--- src/hw/rtl/rwsf_pkg.sv ---
`timescale 1ns / 1ps
package rwsf_pkg;

  localparam int unsigned MAX_CLIENTS = 255;
  localparam logic [7:0] CLIENT_CEIL = (MAX_CLIENTS > 255) ? 8'd255 : 8'(MAX_CLIENTS);
  localparam logic [3:0] ERR_CEIL    = 4'd15;

  localparam logic [2:0] FUNC_TICK       = 3'd0;
  localparam logic [2:0] FUNC_POWER      = 3'd1;
  localparam logic [2:0] FUNC_CONNECT    = 3'd2;
  localparam logic [2:0] FUNC_DISCONNECT = 3'd3;
  localparam logic [2:0] FUNC_WAKE_REQ   = 3'd4;
  localparam logic [2:0] FUNC_WAKE_DONE  = 3'd5;
  localparam logic [2:0] FUNC_ERROR      = 3'd6;
  localparam logic [2:0] FUNC_RESET      = 3'd7;

  localparam logic [2:0] MODE_INIT      = 3'd0;
  localparam logic [2:0] MODE_MONITOR   = 3'd1;
  localparam logic [2:0] MODE_TARGET_ON = 3'd2;
  localparam logic [2:0] MODE_CLIENT    = 3'd3;
  localparam logic [2:0] MODE_WAKING    = 3'd4;
  localparam logic [2:0] MODE_ERROR     = 3'd5;

  localparam logic REG_MONITOR_LIMIT = 1'b0;
  localparam logic REG_WAKING_LIMIT  = 1'b1;

  localparam logic [3:0] MONITOR_LIMIT_RST = 4'd5;
  localparam logic [3:0] WAKING_LIMIT_RST  = 4'd3;

  typedef struct packed {
    logic       wake_success;
    logic       power_on;
    logic [2:0] func;
  } rwsf_event_t;

  typedef struct packed {
    logic [3:0] monitor_error_limit;
    logic [3:0] waking_error_limit;
  } rwsf_cfg_t;

  typedef struct packed {
    logic [7:0] clients_now;
    logic [2:0] previous_state;
    logic       state_changed;
    logic [2:0] led_code;
    logic [2:0] state_code;
  } rwsf_result_t;

endpackage

--- src/hw/rtl/remote_wake_session_fsm_top.sv ---
`timescale 1ns / 1ps
// A transaction accepted at an edge is captured in the input register and is then
// moved into the result register once the core takes it; a stall holds it in place.
// Throughput: one transaction per cycle while out_tready is not held low, set by the
// single-pass state update between the input register and the result register.
// Reset: synchronous rst_n clears the session state, sets the error limits
// to 5 and 3 and empties both pipeline registers.
module remote_wake_session_fsm_top (
  input  logic        clk,
  input  logic        rst_n,
  input  logic        in_tvalid,
  output logic        in_tready,
  input  logic [7:0]  in_tdata,   // func[2:0], power_on[3], wake_success[4], zero[7:5]
  output logic        out_tvalid,
  input  logic        out_tready,
  output logic [23:0] out_tdata,  // state_code[2:0], led_code[5:3], state_changed[6],
                                  // previous_state[9:7], clients_now[17:10], zero[23:18]
  input  logic        cfg_psel,
  input  logic        cfg_penable,
  input  logic        cfg_pwrite,
  input  logic [2:0]  cfg_paddr,
  input  logic [31:0] cfg_pwdata,
  output logic [31:0] cfg_prdata,
  output logic        cfg_pready
);
  import rwsf_pkg::*;

  rwsf_cfg_t    cfg;
  rwsf_event_t  ev;
  logic         ev_valid;
  logic         ev_take;
  rwsf_result_t res;

  rwsf_cfg u_cfg (
    .clk         (clk),
    .rst_n       (rst_n),
    .cfg_psel    (cfg_psel),
    .cfg_penable (cfg_penable),
    .cfg_pwrite  (cfg_pwrite),
    .cfg_paddr   (cfg_paddr),
    .cfg_pwdata  (cfg_pwdata),
    .cfg_prdata  (cfg_prdata),
    .cfg_pready  (cfg_pready),
    .cfg         (cfg)
  );

  rwsf_in_stage u_in (
    .clk       (clk),
    .rst_n     (rst_n),
    .in_tvalid (in_tvalid),
    .in_tready (in_tready),
    .in_tdata  (in_tdata),
    .ev_valid  (ev_valid),
    .ev        (ev),
    .ev_take   (ev_take)
  );

  rwsf_core u_core (
    .clk       (clk),
    .rst_n     (rst_n),
    .cfg       (cfg),
    .ev_valid  (ev_valid),
    .ev        (ev),
    .ev_take   (ev_take),
    .out_valid (out_tvalid),
    .out_res   (res),
    .out_ready (out_tready)
  );

  assign out_tdata = {6'd0, res};

endmodule

--- src/hw/rtl/rwsf_cfg.sv ---
`timescale 1ns / 1ps
module rwsf_cfg (
  input  logic                clk,
  input  logic                rst_n,
  input  logic                cfg_psel,
  input  logic                cfg_penable,
  input  logic                cfg_pwrite,
  input  logic [2:0]          cfg_paddr,
  input  logic [31:0]         cfg_pwdata,
  output logic [31:0]         cfg_prdata,
  output logic                cfg_pready,
  output rwsf_pkg::rwsf_cfg_t cfg
);
  import rwsf_pkg::*;

  logic [3:0] mon_lim_r;
  logic [3:0] wak_lim_r;
  logic       wr_en;
  logic       idx;

  assign cfg_pready = 1'b1;
  assign wr_en      = cfg_psel && cfg_penable && cfg_pwrite && cfg_pready;
  assign idx        = cfg_paddr[2];

  always_ff @(posedge clk) begin
    if (!rst_n) begin
      mon_lim_r <= MONITOR_LIMIT_RST;
      wak_lim_r <= WAKING_LIMIT_RST;
    end else if (wr_en) begin
      if (idx == REG_MONITOR_LIMIT) begin
        mon_lim_r <= cfg_pwdata[3:0];
      end else begin
        wak_lim_r <= cfg_pwdata[3:0];
      end
    end
  end

  always_comb begin
    cfg_prdata = 32'd0;
    if (idx == REG_MONITOR_LIMIT) begin
      cfg_prdata[3:0] = mon_lim_r;
    end else begin
      cfg_prdata[3:0] = wak_lim_r;
    end
  end

  assign cfg.monitor_error_limit = mon_lim_r;
  assign cfg.waking_error_limit  = wak_lim_r;

endmodule

--- src/hw/rtl/rwsf_in_stage.sv ---
`timescale 1ns / 1ps
module rwsf_in_stage (
  input  logic                  clk,
  input  logic                  rst_n,
  input  logic                  in_tvalid,
  output logic                  in_tready,
  input  logic [7:0]            in_tdata,
  output logic                  ev_valid,
  output rwsf_pkg::rwsf_event_t ev,
  input  logic                  ev_take
);
  import rwsf_pkg::*;

  logic        ev_valid_r;
  logic        ev_valid_nxt;
  rwsf_event_t ev_r;
  logic        in_fire;

  assign in_tready = !ev_valid_r || ev_take;
  assign in_fire   = in_tvalid && in_tready;

  always_comb begin
    ev_valid_nxt = ev_valid_r;
    if (in_fire) begin
      ev_valid_nxt = 1'b1;
    end else if (ev_take) begin
      ev_valid_nxt = 1'b0;
    end
  end

  always_ff @(posedge clk) begin
    if (!rst_n) begin
      ev_valid_r <= 1'b0;
    end else begin
      ev_valid_r <= ev_valid_nxt;
    end
  end

  always_ff @(posedge clk) begin
    if (in_fire) begin
      ev_r <= in_tdata[4:0];
    end
  end

  assign ev_valid = ev_valid_r;
  assign ev       = ev_r;

endmodule

--- src/hw/rtl/rwsf_core.sv ---
`timescale 1ns / 1ps
module rwsf_core (
  input  logic                   clk,
  input  logic                   rst_n,
  input  rwsf_pkg::rwsf_cfg_t    cfg,
  input  logic                   ev_valid,
  input  rwsf_pkg::rwsf_event_t  ev,
  output logic                   ev_take,
  output logic                   out_valid,
  output rwsf_pkg::rwsf_result_t out_res,
  input  logic                   out_ready
);
  import rwsf_pkg::*;

  logic [2:0]   cur_r, cur_nxt;
  logic [2:0]   prev_r, prev_nxt;
  logic [7:0]   cli_r, cli_nxt;
  logic [3:0]   err_r, err_nxt;
  logic         pwr_r, pwr_nxt;
  logic         pend_r, pend_nxt;
  logic         done_r, done_nxt;
  logic [2:0]   tgt;
  logic         changed;
  logic         proc;
  logic         out_valid_r;
  rwsf_result_t res_r;
  rwsf_result_t res_nxt;

  assign ev_take = !out_valid_r || out_ready;
  assign proc    = ev_valid && ev_take;

  always_comb begin
    tgt = cur_r;
    unique case (cur_r)
      MODE_INIT: tgt = MODE_MONITOR;
      MODE_MONITOR: begin
        if (pwr_r) begin
          tgt = MODE_TARGET_ON;
        end else if (cli_r != 8'd0) begin
          tgt = MODE_CLIENT;
        end else if (err_r > cfg.monitor_error_limit) begin
          tgt = MODE_ERROR;
        end
      end
      MODE_TARGET_ON: begin
        if (!pwr_r) begin
          tgt = MODE_MONITOR;
        end else if (cli_r != 8'd0) begin
          tgt = MODE_CLIENT;
        end
      end
      MODE_CLIENT: begin
        if (pend_r && !pwr_r) begin
          tgt = MODE_WAKING;
        end else if (cli_r == 8'd0) begin
          tgt = pwr_r ? MODE_TARGET_ON : MODE_MONITOR;
        end
      end
      MODE_WAKING: begin
        if (done_r) begin
          tgt = MODE_CLIENT;
        end else if (err_r > cfg.waking_error_limit) begin
          tgt = MODE_ERROR;
        end
      end
      MODE_ERROR: begin
        if (err_r == 4'd0) begin
          tgt = MODE_INIT;
        end
      end
      default: tgt = MODE_ERROR;
    endcase
  end

  always_comb begin
    cur_nxt  = cur_r;
    prev_nxt = prev_r;
    cli_nxt  = cli_r;
    err_nxt  = err_r;
    pwr_nxt  = pwr_r;
    pend_nxt = pend_r;
    done_nxt = done_r;
    changed  = 1'b0;
    unique case (ev.func)
      FUNC_TICK: begin
        if (tgt != cur_r) begin
          prev_nxt = cur_r;
          cur_nxt  = tgt;
          changed  = 1'b1;
        end
        if (cur_r == MODE_WAKING && done_r) begin
          pend_nxt = 1'b0;
          done_nxt = 1'b0;
        end
      end
      FUNC_POWER: pwr_nxt = ev.power_on;
      FUNC_CONNECT: begin
        if (cli_r < CLIENT_CEIL) begin
          cli_nxt = cli_r + 8'd1;
        end
      end
      FUNC_DISCONNECT: begin
        if (cli_r != 8'd0) begin
          cli_nxt = cli_r - 8'd1;
        end
      end
      FUNC_WAKE_REQ: pend_nxt = 1'b1;
      FUNC_WAKE_DONE: begin
        done_nxt = ev.wake_success;
        if (!ev.wake_success && err_r != ERR_CEIL) begin
          err_nxt = err_r + 4'd1;
        end
      end
      FUNC_ERROR: begin
        if (err_r != ERR_CEIL) begin
          err_nxt = err_r + 4'd1;
        end
      end
      FUNC_RESET: begin
        cur_nxt  = MODE_INIT;
        prev_nxt = MODE_INIT;
        cli_nxt  = 8'd0;
        err_nxt  = 4'd0;
        pwr_nxt  = 1'b0;
        pend_nxt = 1'b0;
        done_nxt = 1'b0;
      end
      default: ;
    endcase
  end

  always_comb begin
    res_nxt.state_code     = cur_nxt;
    res_nxt.led_code       = (cur_nxt <= MODE_ERROR) ? cur_nxt : MODE_INIT;
    res_nxt.state_changed  = changed;
    res_nxt.previous_state = prev_nxt;
    res_nxt.clients_now    = cli_nxt;
  end

  always_ff @(posedge clk) begin
    if (!rst_n) begin
      cur_r       <= MODE_INIT;
      prev_r      <= MODE_INIT;
      cli_r       <= 8'd0;
      err_r       <= 4'd0;
      pwr_r       <= 1'b0;
      pend_r      <= 1'b0;
      done_r      <= 1'b0;
      out_valid_r <= 1'b0;
    end else begin
      if (proc) begin
        cur_r  <= cur_nxt;
        prev_r <= prev_nxt;
        cli_r  <= cli_nxt;
        err_r  <= err_nxt;
        pwr_r  <= pwr_nxt;
        pend_r <= pend_nxt;
        done_r <= done_nxt;
      end
      if (ev_take) begin
        out_valid_r <= ev_valid;
      end
    end
  end

  always_ff @(posedge clk) begin
    if (proc) begin
      res_r <= res_nxt;
    end
  end

  assign out_valid = out_valid_r;
  assign out_res   = res_r;

  a_changed_differs: assert property (@(posedge clk) disable iff (!rst_n)
    proc |=> (!res_r.state_changed || res_r.state_code != res_r.previous_state))
    else $error("transition reported without a state change");

  a_err_monotone: assert property (@(posedge clk) disable iff (!rst_n)
    (proc && ev.func != FUNC_RESET) |=> (err_r >= $past(err_r)))
    else $error("error count dropped without soft reset");

  a_cli_ceiling: assert property (@(posedge clk) disable iff (!rst_n)
    cli_r <= CLIENT_CEIL)
    else $error("client count above ceiling");

  a_wake_clear: assert property (@(posedge clk) disable iff (!rst_n)
    (proc && ev.func == FUNC_TICK && cur_r == MODE_WAKING && done_r)
      |=> (!pend_r && !done_r && cur_r == MODE_CLIENT))
    else $error("wake completion not consumed");

endmodule
--- config.mk ---
export PLATFORM = sky130hd
export DESIGN_NAME = remote_wake_session_fsm_top
export DESIGN_NICKNAME = d
export VERILOG_FILES = /design/src/hw/rtl/rwsf_pkg.sv /design/src/hw/rtl/remote_wake_session_fsm_top.sv /design/src/hw/rtl/rwsf_cfg.sv /design/src/hw/rtl/rwsf_in_stage.sv /design/src/hw/rtl/rwsf_core.sv
export SDC_FILE = /design/constraint.sdc
export NUM_CORES = 1
export LEC_CHECK = 0
export ABC_AREA = 1
export BUFFER_PORTS_ARGS = -buffer_cell sky130_fd_sc_hd__buf_2
export CORE_ASPECT_RATIO = 1.5
export CORE_MARGIN = 5
export CORE_UTILIZATION = 47
export CTS_CLUSTER_SIZE = 30
export DETAILED_ROUTE_END_ITERATION = 7
export GPL_ROUTABILITY_DRIVEN = 0
export PLACE_DENSITY = 0.9
export SETUP_SLACK_MARGIN = 0.15
export SLEW_MARGIN = 30
export SYNTH_ARGS = -nofsm -noshare
export SYNTH_HDL_FRONTEND = slang
export SYNTH_SLANG_ARGS = --single-unit
--- constraint.sdc ---
create_clock -name clk -period 2.1 [get_ports clk]
set_clock_uncertainty 0.15 [all_clocks]
set_input_delay 0.105 -clock clk [delete_from_list [all_inputs] [get_ports clk]]
set_output_delay 0.105 -clock clk [all_outputs]
set_load 0.01 [all_outputs]
==> results of run 1 <==
==> path summary, 6_finish.rpt <==
check                                          end  slack, ns
worst max-delay path              u_core.prev_r[2]      -0.02
worst min-delay path            u_cfg.mon_lim_r[2]       0.05
worst max register to register    u_core.prev_r[2]      -0.02
worst min register to register  u_cfg.wak_lim_r[2]       0.34
==> area by class of cell <==
cell class,instances,area [um^2],share of cell area [%]
clock buffers,6,72.57,1.648
repair buffers,84,566.8,12.87
clock inverters,2,8.758,0.1989
well taps,100,125.1,2.842
inverters,77,295.3,6.706
flip-flops and latches,54,1341,30.46
multi-input cells,311,1993,45.27
==> power by group through the flow <==
| stage | Clock [mW] | Sequential [mW] | Combinational [mW] |
|---|---|---|---|
| 2_1_floorplan | 0 | 1.23 | 0.419 |
| 3_3_place_gp | 0 | 1.23 | 0.487 |
| 3_5_place_dp | 0 | 1.23 | 0.504 |
| 4_1_cts | 0.574 | 1.21 | 0.584 |
| 5_1_grt | 0.604 | 1.22 | 0.756 |
| 6_report | 0.563 | 1.21 | 0.694 |
==> sequential cells by signal (all words and copies together), names as in the netlist <==
name,cells
u_cfg.mon_lim_r,4
u_cfg.wak_lim_r,4
u_core.cli_r,8
u_core.cur_r,3
u_core.done_r,1
u_core.err_r,4
u_core.out_res,18
u_core.out_valid,1
u_core.pend_r,1
u_core.prev_r,3
u_core.pwr_r,1
u_in.ev,5
u_in.ev_valid,1
==> worst max-delay path, delay by kind of cell, from the launching register on <==
kind            cells  cell delay, ns
simple gates       11            0.90
fa+ha+maj           1            0.26
buf+inv             4            0.34
flops               1            0.36
compound gates      1            0.04
==> cell families after synthesis <==
kind of cell	after synthesis	share of synthesized area, %
AO/OA/AOI/OAI	90	15.36
XOR/XNOR	5	1.280
adder cells (fa/ha/maj)	12	4.387
buffers and inverters	119	17.70
flip-flops	54	38.32
multiplexers	1	0.2925
other	2	0.2195
AND/OR/NAND/NOR	168	22.45
==> per-layer routing <==
| metal | part of all wire, % | GRT usage, % | routed length, um | up-vias |
|---|---|---|---|---|
| li1 | - | - | - | 1569 |
| met1 | 35 | 18.69 | 3234 | 1551 |
| met2 | 55 | 33.63 | 5019 | 171 |
| met3 | 6.2 | 3.071 | 570 | 42 |
| met4 | 3.8 | 8.716 | 351 | 0 |
| met5 | 0 | 0 | 0 | - |
==> through the flow <==
| stage | setup WS (ns) | area, um^2 | TNS, ns | total power [mW] |
|---|---|---|---|---|
| CTS | 0.03732 | 4090 | 0 | 2.369 |
| finish | -0.01610 | 4403 | -0.01610 | 2.472 |
| detailed placement | -0.04544 | 3643 | -0.1624 | 1.735 |
| global route | -0.1334 | 4403 | -0.7832 | 2.581 |
| global placement | 0.02309 | 3643 | 0 | 1.714 |
| floorplan | 0.1640 | 3560 | 0 | 1.651 |
==> cell usage in the layout, fill, tap and decap left out, types with 4 or more instances in the layout <==
cell	count
inv_1	61
nand2_1	55
buf_2	40
conb_1	35
buf_4	30
nor2_1	29
a21oi_1	28
o21ai_0	23
edfxtp_1	23
nand2_2	19
nand3_1	19
dfxtp_1	15
inv_2	13
dlygate4sd3_1	13
nand3_2	12
dfxtp_2	12
o21ai_1	11
nor2_4	9
ha_4	8
nor2_2	6
nand2_4	5
a21oi_2	5
o211ai_1	5
a211oi_1	5
clkbuf_8	5
xor2_1	4
nor3_1	4
o21ai_2	4
nand4_1	4
dfxtp_4	4
==> repair_timing <==
item	CTS	global route
gates resized for setup	53	67
hold buffers	13	0
hold endpoints to repair	16	0
gates cloned	0	0
endpoints found under the setup margin	21	31
setup buffers	11	10
pin swaps	30	40
==> results_dict.tcl, run 1 <==
set metrics [dict create \
    layout.nets 595 \
    placed_cells 592 \
    power_density_nw_per_um2 561.4 \
    cp_cell_sequence "inv_4 > ha_4 > nand2_2 > inv_1 > nand2_2 > nand2_2 > a21oi_2 > nor2_1 > nand4_1 > buf_4 > nand2_4 > nand2_4 > nand3_2 > nand3_2 > nand3_2 > nand2_1 > inv_1" \
    worstSkewPairLatency_ns 0.31 \
    drv_cap 0 \
    yosysSeqAreaShare_pct 38.32 \
    cp_data_required_time_ns 2.21 \
    final-setup-viol-count 1 \
    ys_ff_latch 54 \
    grt_pass1_vias 3187 \
    fin_cells 634 \
    track_usage_pct 17.89 \
    drt-initial-drc-count 321 \
    total_leakage_power_nw 2.026 \
    async_flop_share_pct 0 \
    timing.hold.ws_ns 0.05450 \
    synth_top_area_share_pct 20.18 \
    antenna_cells 0 \
    clk_pin_slew_ns 0.10 \
    arrival_ns 2.22 \
    cts_root_buf "clkbuf_8" \
    p_sw_mw 0.8077 \
    drt_pass1_iterations 5 \
    cp-start-kind "register" \
    cts_num_sinks 54 \
    antenna_found_initial 0 \
    rows 38 \
    fmax_mhz 472.6 \
    worst_slack_ns -0.01610 \
    yosysUniqueCellTypes 41 \
    dp_hpwl_mm 5.629 \
    fp.dieH_um 114.5 \
    synth-edff-count 23 \
    utilization_pct 61.33 \
    synth_common_cells "74 x inv_1, 73 x nand2_1, 38 x nor2_1" \
    vdd_drop_max_uv 375.7 \
    yosysWarnings 0 \
    die_area_um2 9123 \
    cts_buffers 5 \
    r2r-start "u_core.err_r[0]" \
    comb_power_share_pct 28.1 \
    crit_slowest_cell "dfxtp_2" \
    p_clk_share_pct 22.8 \
    max_stage_delay_ns 0.36 \
    min_from "cfg_penable" \
    worstPathMaxFanout 4 \
    tightest_slew_ns 0.7843 \
    synth_top_area_cell "edfxtp_1" \
    syn_inst 451 \
    grt_max_degree 25 \
    ys.flop_type "dfxtp_1" \
    initial_utilization_pct 47.66 \
    status "complete, but fails checks" \
    reg2regPathDepth 17 \
    fin_crit_ns 2.116 \
    rsz0062_at_grt "yes" \
    p_sw_share_pct 32.67 \
    yosysMostFrequentCell "inv_1" \
    slew_viol_final 0 \
    grt_pass1_wl_mm 13.33 \
    fp.dieW_um 79.67 \
    crit_start "u_core.err_r[0]" \
    n_fill_cell 566 \
    critPathKind "register to register" \
    wl_per_cell_um 14.47 \
    hold-path-cell-count 4 \
    cts_buffer_depth 2 \
    port_buffers 40 \
    via_count 3333 \
    hold_viol_final 0 \
    grt-ovfl-total 0 \
    netlist_top_cells_area "edfxtp_1 20%, dfxtp_1 18%, inv_1 8.1%" \
    area_delta_synth_final_pct 28.67 \
    boundaryPins 109 \
    cp-end-kind "register" \
    cts.htree.levels 2 \
    viasPerCell 5.257 \
    violations "setup timing" \
    drive_gt1_share_pct 35.21 \
    coreArea_um2 7179 \
    post-route-period-util_pct 100.8 \
    relSlewSlack_pct 47.66 \
    drc_errors 0 \
    avgSynthCellArea_um2 7.588 \
    finalWirelength_mm 9.176 \
    power.internal_mw 1.664 \
    syn-cell-area_um2 3422 \
    cts_tree "built" \
    ant_nets 0 \
    hold_class "input port to register" \
    seq_power_share_pct 49.1 \
]
Note: power is estimated with default switching activity, not from simulation.
==> run 2: changes to the inputs <==
Settings changed: HOLD_SLACK_MARGIN set to 0.03, PLACE_DENSITY 0.9 to 0.82.
==> run 2 against run 1 <==
- the run now ends clean
- combinational power decreased by 3%
- first-iteration DRC count is 33% lower
- hold slack better by 0.0054 ns
- non-clock buffer count rose by 7
- global-route usage shrank 0.44 points
- maximum frequency up 5.2%
- count of clock-buffer cells in the layout unchanged
- sequential share of layout area increased by 0.087 points
- die area unchanged
- setup slack improved by 0.10 ns
- core utilization decreased by 0.17 points
- clock power up 21%
- largest power group unchanged
==> results_dict.tcl, run 2 (synthesis gave the netlist of run 1 again) <==
set metrics [dict create \
    status "complete, no violations" \
    rsz0062_at_grt "yes" \
    viasPerCell 5.048 \
    worstPathMaxFanout 4 \
    wl_per_cell_um 13.79 \
    layout.nets 602 \
    drt_pass1_iterations 4 \
    grt_max_degree 25 \
    fp.dieH_um 114.5 \
    cts_buffers 5 \
    power.total_mw 2.566 \
    grt-ovfl-total 0 \
    port_buffers 40 \
    post-route-period-util_pct 95.78 \
    drv_cap 0 \
    cts_root_buf "clkbuf_8" \
    path_delay_family "simple AND/OR/NAND/NOR gates" \
    grt_pass1_wl_mm 12.73 \
    grt_pass1_vias 2977 \
    die_area_um2 9123 \
    final_cell_mix "63 x nand2_1, 58 x inv_1, 40 x buf_2" \
    worst-path-buf-inv 2 \
    fin_crit_ns 2.011 \
    cp-start-kind "register" \
    clk_pin_slew_ns 0.09 \
    boundaryPins 109 \
    cp_data_required_time_ns 2.02 \
    worstSkewPairLatency_ns 0.30 \
    finalWirelength_mm 8.839 \
    total_leakage_power_nw 2.011 \
    post-route-cell-area_um2 4390 \
    antenna_cells 0 \
    initial_utilization_pct 47.66 \
    drt-initial-drc-count 215 \
    drive_gt1_share_pct 34.94 \
    cp_cell_sequence "inv_2 > ha_4 > nand2_2 > inv_2 > nand2_2 > nand2_2 > a21oi_2 > nor2_2 > nand4_1 > nand2_1 > nand3_2 > o21ai_2 > nand2_1" \
    final_common_cell "nand2_1" \
    ant_nets 0 \
    cp_num_cells 13 \
    setup_tns_ns 0 \
    hold_class "input port to register" \
    coreArea_um2 7179 \
    dp_hpwl_mm 5.792 \
    slew_viol_final 0 \
    via_count 3236 \
    antenna_found_initial 0 \
    reg2regPathDepth 13 \
    utilization_pct 61.15 \
    tightest_slew_ns 0.7616 \
    cp-end-kind "register" \
    relSlewSlack_pct 49.17 \
    dpl_cell_area_um2 3689 \
    cts.htree.levels 2 \
    largest_reg_flops 18 \
    arrival_ns 1.93 \
    final-setup-viol-count 0 \
    hold-path-cell-count 4 \
    cts_buffer_depth 2 \
    track_usage_pct 17.44 \
    hold_viol_final 0 \
    crit_slowest_cell "dfxtp_2" \
    drc_errors 0 \
    fmax_mhz 497.2 \
    area_delta_synth_final_pct 28.30 \
    cts_tree "built" \
    vdd_drop_max_uv 449.6 \
    fp.dieW_um 79.67 \
    power_density_nw_per_um2 584.5 \
    cts_num_sinks 54 \
    rows 38 \
    path_common_cell "nand2_2" \
    critPathKind "register to register" \
    max_stage_delay_ns 0.35 \
]
-- run 2: worst paths after layout --
path / start / endpoint / slack, ns
worst max-delay path: u_cfg.wak_lim_r[3] / u_core.out_res[7] / 0.09
worst min-delay path: cfg_penable / u_cfg.wak_lim_r[1] / 0.06
worst min register to register: u_core.pend_r / u_core.pend_r / 0.34
worst max register to register: u_cfg.wak_lim_r[3] / u_core.out_res[7] / 0.09
-- run 2: worst register-to-register path, stage by stage, from the launching register on --
cell     delay, ns
dfxtp_2       0.35
inv_2         0.06
ha_4          0.27
nand2_2       0.05
inv_2         0.06
nand2_2       0.05
nand2_2       0.08
a21oi_2       0.04
nor2_2        0.08
nand4_1       0.15
nand2_1       0.12
nand3_2       0.11
o21ai_2       0.15
nand2_1       0.06
-- run 2: power breakdown --
group / leakage [nW] / internal, mW / total (mW) / switching, mW
sequential: 0.481 / 1.16 / 1.21 / 0.0468
clock: 0.0528 / 0.352 / 0.681 / 0.329
combinational: 1.48 / 0.271 / 0.675 / 0.404
total: 2.01 / 1.79 / 2.57 / 0.779
-- run 2: routing by layer --
layer / part of all wire [%] / track usage (%) / up-vias
met2: 56 / 34.30 / 108
met5: 0 / 0 / -
li1: - / - / 1576
met4: 3.6 / 8.486 / 0
met1: 35 / 17.10 / 1529
met3: 5.2 / 2.677 / 23
-- run 2: per-stage QoR --
| step | hold WS [ns] | instances | setup WS, ns |
|---|---|---|---|
| 2_1_floorplan | 0.05387 | 484 | 0.1640 |
| 3_3_place_gp | 0.1347 | 598 | 0.02907 |
| 3_5_place_dp | 0.1341 | 598 | -0.01370 |
| 4_1_cts | 0.05415 | 626 | 0.07379 |
| 5_1_grt | 0.1015 | 641 | -0.02625 |
| 6_report | 0.05986 | 641 | 0.08866 |
-- run 2: final cells by class --
type | instances | area, um^2
tap | 100 | 125.1
sequential | 54 | 1341
timing repair buffer | 91 | 619.3
clock buffer | 6 | 72.57
multi-input combinational | 311 | 1903
inverter | 77 | 295.3
clock inverter | 2 | 33.78
fill | 587 | 2789
-- run 2: timing repair --
action,in CTS,in global routing
setup buffers,7,15
setup endpoints to repair,17,28
pin swaps,28,21
hold buffers,13,0
resized for setup,45,56
endpoints found under the hold margin,19,0
